File: src/rtl/fcom_mix.sv
`timescale 1ns / 1ps
module fcom_mix #(
	parameter int FRACTION_BITS = 10
) (
	input  logic                           clk,
	input  logic                           arst_n,
	input  logic                           en,
	input  logic                           in_v,
	input  logic signed [FRACTION_BITS+1:0] x,
	input  logic signed [FRACTION_BITS+1:0] y,
	input  logic signed [FRACTION_BITS+1:0] w,
	input  logic signed [16:0]             sn,
	input  logic signed [16:0]             cs,
	output logic                           out_v,
	output logic [FRACTION_BITS+17:0]      denom,
	output logic [3:0]                     neg,
	output logic [3:0][FRACTION_BITS+17:0] mag
);
	localparam int FB = FRACTION_BITS;
	localparam int DW = FB + 18;
	localparam int PW = FB + 19;
	localparam int SW = FB + 20;
	localparam logic [DW-1:0] ONE = DW'(1) << (FB + 15);

	logic [4:1] v_s;
	logic signed [PW-1:0] pxc_s1, pys_s1, pyc_s1, pxs_s1, ww_s1;
	logic signed [SW-1:0] vx_s2, vy_s2, w_s2;
	logic [DW-1:0] ax_s3, ay_s3, aw_s3;
	logic signed [SW-1:0] sum_s3 [4];
	logic [DW-1:0] den_s4;
	logic [3:0] neg_s4;
	logic [3:0][DW-1:0] mag_s4;

	logic [SW-1:0] abx, aby, abw;
	logic [DW-1:0] tot;
	logic [SW-1:0] abs_sum [4];

	assign abx = vx_s2[SW-1] ? SW'(-vx_s2) : SW'(vx_s2);
	assign aby = vy_s2[SW-1] ? SW'(-vy_s2) : SW'(vy_s2);
	assign abw = w_s2[SW-1]  ? SW'(-w_s2)  : SW'(w_s2);
	assign tot = ax_s3 + ay_s3 + aw_s3;

	always_comb begin
		for (int k = 0; k < 4; k++) begin
			abs_sum[k] = sum_s3[k][SW-1] ? SW'(-sum_s3[k]) : SW'(sum_s3[k]);
		end
	end

	always_ff @(posedge clk or negedge arst_n) begin
		if (!arst_n) begin
			v_s <= '0;
		end else if (en) begin
			v_s <= {v_s[3:1], in_v};
		end
	end

	always_ff @(posedge clk) begin
		if (en) begin
			pxc_s1 <= x * cs;
			pys_s1 <= y * sn;
			pyc_s1 <= y * cs;
			pxs_s1 <= x * sn;
			ww_s1  <= $signed({{2{w[FB+1]}}, w, 15'd0});

			vx_s2 <= pxc_s1 + pys_s1;
			vy_s2 <= pyc_s1 - pxs_s1;
			w_s2  <= SW'(ww_s1);

			ax_s3     <= abx[DW-1:0];
			ay_s3     <= aby[DW-1:0];
			aw_s3     <= abw[DW-1:0];
			sum_s3[0] <= vy_s2 + vx_s2 + w_s2;
			sum_s3[1] <= vy_s2 - vx_s2 + w_s2;
			sum_s3[2] <= vy_s2 - vx_s2 - w_s2;
			sum_s3[3] <= vy_s2 + vx_s2 - w_s2;

			// small demand passes through unscaled
			den_s4 <= (tot < ONE) ? ONE : tot;
			for (int k = 0; k < 4; k++) begin
				neg_s4[k] <= sum_s3[k][SW-1];
				mag_s4[k] <= abs_sum[k][DW-1:0];
			end
		end
	end

	assign out_v = v_s[4];
	assign denom = den_s4;
	assign neg   = neg_s4;
	assign mag   = mag_s4;

endmodule

File: config.mk
export PLATFORM = sky130hd
export DESIGN_NAME = fcom_mix
export DESIGN_NICKNAME = d
export VERILOG_FILES = /design/src/rtl/fcom_mix.sv
export SDC_FILE = /design/constraint.sdc
export NUM_CORES = 2
export LEC_CHECK = 0
export CAP_MARGIN = 40
export CORE_ASPECT_RATIO = 0.7
export CORE_MARGIN = 2
export CORE_UTILIZATION = 71
export DETAILED_ROUTE_END_ITERATION = 12
export DONT_BUFFER_PORTS = 1
export HOLD_SLACK_MARGIN = 0.05
export MAX_ROUTING_LAYER = met4
export PLACE_DENSITY = 0.87
export SYNTH_ARGS = -nofsm -noshare
export SYNTH_HDL_FRONTEND = slang
export SYNTH_SLANG_ARGS = --single-unit
export TNS_END_PERCENT = 10
File: constraint.sdc
create_clock -name clk -period 10.6 [get_ports clk]
set_input_delay 0.53 -clock clk [delete_from_list [all_inputs] [get_ports clk]]
set_output_delay 0.53 -clock clk [all_outputs]
set_load 0.05 [all_outputs]
==> Implementation_results.wiki <==
{| class="wikitable"
! Metric !! Value
|-
| Vias after detailed routing || a little over 40000
|-
| Post-synth EDFFs || 493
|-
| Clock buffer count from CTS || 50
|-
| Global-route total usage across every layer || 36.7%
|-
| Starting utilization of the core area || a little over 70%
|-
| Area of the die || just over 0.08 sq mm
|-
| Final #Nets || between 6000 and 7000
|-
| Number of setup buffers added after CTS || 0
|-
| Normalized max-slew margin || -122%
|-
| Top-level port count || around 220
|-
| Kind of end point of the critical path || flop
|-
| Run status || finished, violations left
|-
| Count of buffers from port buffering || 0
|-
| Post-Syn Area || around 0.057 sq mm
|-
| Number of non-filler instances in the completed layout || roughly 6700
|-
| Slew at the pin with the worst max-slew slack || ~3300 ps
|-
| Number of max-slew violations in the final report || between 300 and 400
|-
| Initial antenna violation count || 4
|-
| MaxCap Viol Count || 0
|-
| Setup skew after layout || between 10 and 15 ps
|-
| 1st-pass router iterations || 7
|-
| Placed wire-length estimate || between 100000 and 150000 um
|-
| Number of failing hold endpoints at the final stage || 0
|-
| Detailed-route wire length || between 100000 and 150000 um
|-
| Clk pin slew, worst setup/hold paths || roughly 60 ps
|-
| Net count after synthesis || around 7000
|-
| H-tree Lvls || 2
|-
| Number of placement rows || 86
|-
| Mean instance size in the synthesized netlist || ~9.9 sq um
|-
| Highest Clock Rate || around 160 MHz
|-
| Number of cells produced by synthesis || between 5000 and 6000
|-
| TritonCTS clock tree || done
|-
| Clock tree sinks || about 500
|-
| Global route total overflow || 0
|-
| Most common cell in the netlist || inv_1
|-
| Number of register bits inferred by synthesis || about 500
|-
| Antenna-violating nets left || 0
|-
| Share of Yosys cell area claimed by the top area cell type || between 20% and 30%
|-
| Library cell contributing the largest single delay on the critical path || fa_1
|-
| Number of endpoints failing setup at the final stage || 0
|-
| Cell taking the most area after synthesis || fa_1
|-
| Syn-to-layout area delta || 4.42%
|-
| Failing checks || max-slew violations
|-
| Gate family responsible for the most delay along the worst path || adder cells
|-
| Number of global-route vias before repair || roughly 42000
|-
| Clock Path Buffers || 3
|-
| Buffers plus inverters on the worst setup path || 4
|-
| Worst min path class || input pin to flop
|-
| Cell seen most often among critical-path stages || fa_1
|-
| Stage delay of the slowest cell on the critical path || between 500 and 600 ps
|-
| Width of the die || around 340 um
|-
| Worst setup SP type || input pin
|-
| Async S/R FF share, synth || 0.805%
|-
| Routability-driven placement congestion ratio || 0.931
|-
| Cells along the critical path || inv_1, buf_4, nor2_1, fa_1, fa_1, fa_1, fa_1, inv_1, fa_1, inv_1, ha_1, or4_1, o2111ai_1, a21oi_1, a22oi_1, a21boi_0, a211oi_1, a21oi_1, xor2_1
|-
| DR iter-0 viols || approximately 4500
|-
| Synthesis Warnings || 0
|-
| Per-cell routed wire length || around 21 um
|-
| Largest net degree at the start of global routing || 481
|-
| Part of the Yosys area used for sequential elements || between 20% and 30%
|-
| Classification of the worst setup path || input pin to flop
|-
| Tmin final || 6320 ps
|-
| Largest cells by area after synthesis || fa_1 27%, edfxtp_1 26%, ha_1 10%, inv_1 6.9%, xnor2_1 5.4%
|-
| RSZ-0062 raised after global routing || false
|-
| CP max FO || 18
|-
| Final worst-path cycle share || approximately 60%
|-
| CP arrival || ~6700 ps
|-
| Clk Latency, worst-skew pair || ~630 ps
|-
| Required time at the endpoint of the critical path || between 10000 and 15000 ps
|-
| Synth Flop Type || edfxtp_1
|-
| Vertical die dimension || between 200 and 250 um
|-
| Number of distinct library cell variants in the gate-level netlist after synthesis || 72
|-
| Ratio of cells with drive above 1 in the final layout || 2.08%
|-
| Core box area || a little under 0.08 sq mm
|-
| Per-cell via count in the routed design || 6.15
|-
| Global-route wire length before repair || about 230000 um
|-
| Post-detailed-route DRC marker count || 0
|-
| Placed Cells || 6587
|-
| Final sum of negative setup slack || 0 ps
|-
| Master cell of the clock root buffer || clkbuf_16
|-
| Synth top cells by count || 1044 x inv_1, 773 x fa_1, 690 x nand2_1, 493 x edfxtp_1, 462 x ha_1
|}
-- sequential cells by signal, indices dropped and copies added (netlist names) --
| name | count |
|---|---|
| mag | 109 |
| sum_s3 | 83 |
| vx_s2 | 30 |
| vy_s2 | 30 |
| pxc_s1 | 29 |
| pxs_s1 | 29 |
| pyc_s1 | 29 |
| pys_s1 | 29 |
| ax_s3 | 28 |
| ay_s3 | 28 |
| denom | 28 |
| aw_s3 | 13 |
| w_s2 | 12 |
| ww_s1 | 12 |
| neg | 4 |
| v_s | 4 |
-- per-stage QoR --
stage	utilization [%]	cell area [sq um]	hold slack (ps)	worst slack, ps
5_1_grt	75.2	59400	60.0	4010
6_report	75.2	59400	60.8	4280
4_1_cts	75.2	59400	53.3	4370
2_1_floorplan	-	56900	234	4490
3_5_place_dp	72.9	57500	234	3740
3_3_place_gp	72.8	57500	234	3920
-- kinds of logic after synthesis --
| family | Yosys count | share of synthesized area (%) |
|---|---|---|
| compound gates | 744 | 8.48 |
| xor+xnor | 428 | 6.59 |
| fa+ha+maj | 1235 | 37.4 |
| buf+inv | 1252 | 8.28 |
| flops | 497 | 26.2 |
| mux | 8 | 0.150 |
| other cells | 1 | 0.00659 |
| simple gates | 1556 | 12.9 |
-- worst paths after layout --
path | start | end | slack (ps) | cells after the start
min in group asynchronous | arst_n | v_s[3] | 190 | 1
setup / recovery | x[11] | pxc_s1[27] | 4280 | 19
hold reg to reg | ww_s1[23] | w_s2[23] | 420 | 0
max in group asynchronous | arst_n | v_s[2] | 10230 | 1
setup reg to reg | vx_s2[2] | sum_s3[2][26] | 4500 | 20
hold / removal | in_v | v_s[1] | 60 | 1
-- cell usage in the layout, fill, tap and decap left out, types with 172 or more instances in the layout --
cell type,n
nor2_1,236
o21ai_0,172
edfxtp_1,493
nand2_1,690
fa_1,773
inv_1,1044
xnor2_1,352
a21oi_1,192
and2_1,267
ha_1,462
-- worst register-to-register path: stages (launching register included) --
cell      delay [ps]
edfxtp_1         460
inv_1            120
ha_1             420
nor2b_1          180
o21ai_0          320
o211ai_1         240
and3_1           240
o31ai_1          300
a21oi_1          170
o31a_1           290
a21oi_1          570
ha_1             390
nor2b_1          140
o21ai_0          260
a21boi_0         200
o21ai_0          370
a21boi_0         200
o21ai_0          310
a21oi_1          160
o41ai_1          330
xor2_1           150
-- cell type report --
| type | count | area, sq um |
|---|---|---|
| antenna | 2 | 5.00 |
| multi-input combinational | 3972 | 37200 |
| fill | 5203 | 19600 |
| sequential | 497 | 14900 |
| timing repair buffer | 30 | 285 |
| clock inverter | 33 | 402 |
| tap | 1056 | 1320 |
| clock buffer | 58 | 1280 |
| inverter | 1047 | 3930 |
-- layer usage --
metal | GRT usage (%) | vias to the layer above | routed length [um]
met3 | 9.66 | 306 | 18900
met5 | - | - | 0
met4 | 12.3 | 0 | 5560
li1 | - | 18100 | -
met2 | 51.9 | 2581 | 60600
met1 | 52.0 | 20200 | 57200
-- timing repair --
action | in CTS | in global routing
gates resized for setup | 0 | 0
hold buffers | 14 | 0
hold endpoints to repair | 34 | 0
Power is left out: the tool's default activity adds up to more than one toggle a clock period on the data nets, which glitch-free logic cannot reach.
