<file path="src/rtl/fcom_pkg.sv">
`timescale 1ns / 1ps
package fcom_pkg;

	// quarter-wave sine polynomial, Q16
	localparam logic [16:0] SIN_A   = 17'd102944;
	localparam logic [16:0] SIN_B   = 17'd42048;
	localparam logic [16:0] SIN_C   = 17'd4640;
	localparam logic [16:0] QUARTER = 17'd65536;

	// quadrant codes
	localparam logic [1:0] QUAD_0 = 2'd0;
	localparam logic [1:0] QUAD_1 = 2'd1;
	localparam logic [1:0] QUAD_2 = 2'd2;

	localparam int TRIG_LAT = 6;
	localparam int LANES    = 4;

endpackage

</file>
<file path="src/rtl/fcom_trig.sv">
`timescale 1ns / 1ps
module fcom_trig import fcom_pkg::*; #(
	parameter int ANGLE_BITS = 16
) (
	input  logic               clk,
	input  logic               arst_n,
	input  logic               en,
	input  logic               in_v,
	input  logic [15:0]        heading,
	output logic               out_v,
	output logic signed [16:0] sn,
	output logic signed [16:0] cs
);
	localparam int AB = ANGLE_BITS;

	logic [31:0]   hx;
	logic [AB-1:0] ang;
	logic [AB+13:0] zx;
	logic [16:0]   z_in;

	logic [6:1] v_s;
	logic [1:0] q_s1, q_s2, q_s3, q_s4, q_s5;
	logic [16:0] za_s1, zb_s1, za_s2, zb_s2, za_s3, zb_s3, za_s4, zb_s4;
	logic [16:0] z2a_s2, z2b_s2, z2a_s3, z2b_s3;
	logic [15:0] ina_s3, inb_s3;
	logic [16:0] oa_s4, ob_s4;
	logic [16:0] sa_s5, sb_s5;
	logic signed [16:0] sn_s6, cs_s6;

	logic [33:0] pa2, pb2, pa3, pb3, pa4, pb4, pa5, pb5;
	logic signed [16:0] sa_p, sa_n, sb_p, sb_n;

	assign hx   = {16'd0, heading};
	assign ang  = hx[AB-1:0];
	assign zx   = {ang[AB-3:0], 16'd0};
	assign z_in = {1'b0, zx[AB+13 -: 16]};

	assign pa2 = 34'(za_s1) * 34'(za_s1);
	assign pb2 = 34'(zb_s1) * 34'(zb_s1);
	assign pa3 = 34'(SIN_C) * 34'(z2a_s2);
	assign pb3 = 34'(SIN_C) * 34'(z2b_s2);
	assign pa4 = 34'(ina_s3) * 34'(z2a_s3);
	assign pb4 = 34'(inb_s3) * 34'(z2b_s3);
	assign pa5 = 34'(oa_s4) * 34'(za_s4);
	assign pb5 = 34'(ob_s4) * 34'(zb_s4);

	assign sa_p = $signed(sa_s5);
	assign sb_p = $signed(sb_s5);
	assign sa_n = $signed(17'd0 - sa_s5);
	assign sb_n = $signed(17'd0 - sb_s5);

	always_ff @(posedge clk or negedge arst_n) begin
		if (!arst_n) begin
			v_s <= '0;
		end else if (en) begin
			v_s <= {v_s[5:1], in_v};
		end
	end

	always_ff @(posedge clk) begin
		if (en) begin
			q_s1  <= ang[AB-1:AB-2];
			za_s1 <= z_in;
			zb_s1 <= QUARTER - z_in;

			q_s2   <= q_s1;
			za_s2  <= za_s1;
			zb_s2  <= zb_s1;
			z2a_s2 <= pa2[32:16];
			z2b_s2 <= pb2[32:16];

			q_s3   <= q_s2;
			za_s3  <= za_s2;
			zb_s3  <= zb_s2;
			z2a_s3 <= z2a_s2;
			z2b_s3 <= z2b_s2;
			ina_s3 <= SIN_B[15:0] - pa3[31:16];
			inb_s3 <= SIN_B[15:0] - pb3[31:16];

			q_s4  <= q_s3;
			za_s4 <= za_s3;
			zb_s4 <= zb_s3;
			oa_s4 <= SIN_A - pa4[32:16];
			ob_s4 <= SIN_A - pb4[32:16];

			q_s5  <= q_s4;
			sa_s5 <= pa5[33:17];
			sb_s5 <= pb5[33:17];

			case (q_s5)
				QUAD_0: begin
					sn_s6 <= sa_p;
					cs_s6 <= sb_p;
				end
				QUAD_1: begin
					sn_s6 <= sb_p;
					cs_s6 <= sa_n;
				end
				QUAD_2: begin
					sn_s6 <= sa_n;
					cs_s6 <= sb_n;
				end
				default: begin
					sn_s6 <= sb_n;
					cs_s6 <= sa_p;
				end
			endcase
		end
	end

	assign out_v = v_s[6];
	assign sn    = sn_s6;
	assign cs    = cs_s6;

endmodule

</file>
<file path="config.mk">
export PLATFORM = sky130hd
export DESIGN_NAME = fcom_trig
export DESIGN_NICKNAME = d
export VERILOG_FILES = /design/src/rtl/fcom_pkg.sv /design/src/rtl/fcom_trig.sv
export SDC_FILE = /design/constraint.sdc
export NUM_CORES = 2
export LEC_CHECK = 0
export ABC_AREA = 1
export BUFFER_PORTS_ARGS = -buffer_cell sky130_fd_sc_hd__buf_2
export CAP_MARGIN = 20
export CORE_MARGIN = 2
export CORE_UTILIZATION = 40
export DETAILED_ROUTE_END_ITERATION = 10
export PLACE_DENSITY = 0.55
export SLEW_MARGIN = 30
export SYNTH_ARGS = -nofsm -noshare
export SYNTH_HDL_FRONTEND = slang
export SYNTH_SLANG_ARGS = --single-unit
</file>
<file path="constraint.sdc">
create_clock -name clk -period 6.77 [get_ports clk]
set_input_delay 1.354 -clock clk [delete_from_list [all_inputs] [get_ports clk]]
set_output_delay 1.354 -clock clk [all_outputs]
set_load 0.01 [all_outputs]
</file>
==> flow_summary.toml <==
[run_status]
status = "complete, no violations"

[grt]
grt_usage = 0.198
grt_max_degree = 160
gr-total-overflow = 0
grt_antenna_before_repair = 2
grt_pass1_wl_um = 255000
grt_pass1_vias = 48864

[placed_design]
numPortBuffers = 54
dp_hpwl_um = 128000
place_inst = 9635
place.gp.congestion = 0.871
pre_cts_slack_ns = 0.237

[worst_setup_path]
slowest_stage = "edfxtp_1"
critPathMaxStageDelay_ns = 0.80
worstPathArrival_ns = 6.81
path_delay_family = "adder cells"
rrSetupSlack_ns = 0.35
setup.worst_path.class = "reg2reg"
cp_cell_sequence = "nand2_1, fa_1, fa_1, inv_1, fa_1, fa_1, fa_1, inv_1, fa_1, inv_1, ha_1, nand2_1, inv_1, nand3_1, nor3_1, nand3_1, nand3b_1, nand2_2, nor2_4, nand3_1, nand3b_1, nand3_1, nand2_1"
crit_fanout = 17
worstPathBufferInverterCount = 4
end_kind = "register"
critPathLaunchType = "register"
critPathRequiredTime_ns = 7.16
crit_top_cell = "fa_1"

[clock_tree]
hold_buffers = 0
numCtsBuffers = 44
path_clk_slew_ns = 0.06
clock-root-buffer = "clkbuf_16"
cts.sinks = 325
htreeDepth = 2
cts_tree = "done"
clk_latency_ns = 0.64
clock_path_buffers = 3

[drt]
antenna_left = 0
avgViaCountPerCell = 4.75
drt_wl_total_um = 153000
drc = 0
initialDrtViolationCount = 2556
wl_per_cell_um = 15.6
dr.pass1.iters = 8
vias = 46313

[floorplan]
die_w_um = 400
core_region_area_um2 = 156000
ios = 55
die_h_um = 400
rows = 145
dieArea_um2 = 160000
start_util = 0.402

[sta]
worstMarginPinSlew_ns = 0.943
finalWorstSetupSlack_ns = 0.347
period_share = 0.949
setup_viol = 0
grt_setup_unrepaired = "false"
setup_tns_ns = 0
finalCriticalPeriod_ns = 6.42
timing.fmax_mhz = 156
worst_clock_skew_ns = 0.0429
slew_headroom = 0.371
finalHoldViolations = 0
drv_slew = 0

[synthesis]
synth_top_flop_cell = "edfxtp_1"
synth_edf_count = 319
synth_nets = 9406
seq_area_frac_synth = 0.155
synth-simple-area-share = 0.168
synth_top_family_by_area = "adder cells"
synth-adder-area-share = 0.469
synth.distinct_cells = 63
synth.largest_area_cell = "fa_1"
synth-compound-area-share = 0.0410
avgSynthCellArea_um2 = 8.20
muxShareOfSynthArea = 0.000538
synth_seq_cells = 325
synth_cells = 7648
syn-cell-area_um2 = 62700
async_flop_share = 0.0185
synth_warnings = 0
synth-xor-area-share = 0.0240
ys_top_cells_by_area = "fa_1 (33%), edfxtp_1 (15%), ha_1 (14%)"
netlist.area_leader.share = 0.327

[cells_and_area]
finalNonFillerCells = 9756
regArea_um2 = 9730
multiInputGateArea_um2 = 44100
final_nets = 9420
syn_to_final_growth_pct = 7.54
antenna-diode-count = 0
fillers = 15682
drive_gt1_frac = 0.0495
final_util = 0.432

[hold_path]
hp-class = "reg2reg"

[job]
drv_cap = 0
==> final timing paths <==
kind / cells past startpoint / endpoint / from
hold / removal: 0 / za_s3[10]$_DFFE_PP_ / za_s2[10]$_DFFE_PP_
hold reg to reg: 0 / za_s3[10]$_DFFE_PP_ / za_s2[10]$_DFFE_PP_
min in group asynchronous: 1 / v_s[4]$_DFFE_PN0P_ / arst_n
setup / recovery: 23 / ob_s4[12]$_DFFE_PP_ / inb_s3[6]$_DFFE_PP_
setup reg to reg: 23 / ob_s4[12]$_DFFE_PP_ / inb_s3[6]$_DFFE_PP_
max in group asynchronous: 1 / v_s[5]$_DFFE_PN0P_ / arst_n
==> placed cells by master, fill, tap and decap left out, types with 44 or more instances in the layout <==
cell and instances:
a21oi_1 234, buf_2 53, buf_4 148, clkbuf_16 44, edfxtp_1 319, fa_1 1026
ha_1 712, inv_1 2123, nand2_1 1998, nand3_1 152, nor2_1 247, o21ai_0 105
xnor2_1 58, xor2_1 105
==> sequential cells by signal, indices dropped and copies added (netlist names), 6 cells and up <==
| register | count |
|---|---|
| cs | 17 |
| oa_s4 | 17 |
| ob_s4 | 17 |
| sb_p | 17 |
| sn | 17 |
| z2b_s2 | 17 |
| z2b_s3 | 17 |
| inb_s3 | 16 |
| sa_p | 16 |
| z2a_s2 | 16 |
| z2a_s3 | 16 |
| ina_s3 | 14 |
| za_s1 | 14 |
| za_s2 | 14 |
| za_s3 | 14 |
| za_s4 | 14 |
| zb_s1 | 14 |
| zb_s2 | 14 |
| zb_s3 | 14 |
| zb_s4 | 14 |
| v_s | 6 |
==> metal layers <==
metal	GRT usage	vias to the layer above	wire, um
met1	0.271	22606	70400
li1	-	22650	-
met3	0.0212	186	6540
met2	0.338	867	72300
met5	0	-	27
met4	0.0441	4	3350
==> cell usage after synthesis, drive strengths merged, types with 4 or more instances <==
library cell / number
inv: 2130
nand2: 2030
fa: 1026
ha: 712
edfxtp: 319
nor2: 267
a21oi: 237
clkbuf: 235
nand3: 158
o21ai: 117
xor2: 107
xnor2: 60
nor3: 40
nand4: 39
nand3b: 25
o2111ai: 14
o21bai: 14
a21o: 11
nor4: 11
o21a: 11
or2: 10
a221oi: 9
o221ai: 9
a31oi: 8
buf: 7
and2: 6
dfrtp: 6
o22ai: 6
a21boi: 4
o211ai: 4
==> cell type report <==
class	count	share of cell area
multi-input combinational	4949	0.654
timing repair buffer	210	0.0230
clock buffer	46	0.0164
clock inverter	36	0.00605
sequential	325	0.144
tap	2058	0.0382
inverter	2132	0.119
==> metrics by stage <==
| step | hold WS [ns] | instance area [um^2] |
|---|---|---|
| after floorplan | 0.400 | 62700 |
| after global placement | 0.401 | 65600 |
| after detailed placement | 0.406 | 65600 |
| after CTS | 0.384 | 67100 |
| after global routing | 0.396 | 67500 |
| final | 0.391 | 67500 |
==> worst register-to-register path, cell delays in order (launching register included) <==
cell      delay, ns
edfxtp_1       0.80
nand2_1        0.15
fa_1           0.49
fa_1           0.54
inv_1          0.05
fa_1           0.47
fa_1           0.51
fa_1           0.49
inv_1          0.05
fa_1           0.47
inv_1          0.04
ha_1           0.38
nand2_1        0.10
inv_1          0.10
nand3_1        0.09
nor3_1         0.34
nand3_1        0.19
nand3b_1       0.13
nand2_2        0.16
nor2_4         0.16
nand3_1        0.13
nand3b_1       0.23
nand3_1        0.09
nand2_1        0.06
==> cells by family (layout without fill, tap and decap cells) <==
| family | Yosys count | count (layout) |
|---|---|---|
| and+or+nand+nor | 2588 | 2588 |
| buffers and inverters | 2374 | 2424 |
| adders and majority gates | 1738 | 1738 |
| AOI/OAI and AO/OA | 453 | 453 |
| DFF | 325 | 325 |
| xor gates and xnor gates | 167 | 167 |
| muxes | 3 | 3 |
==> timing repair <==
action / CTS / global route
endpoints found under the setup margin: 0 / 14
resized for setup: 0 / 1
setup buffers: 0 / 39
Power is not shown: default switching activity piles up to over one toggle a cycle in this logic, so the estimate is an artifact.
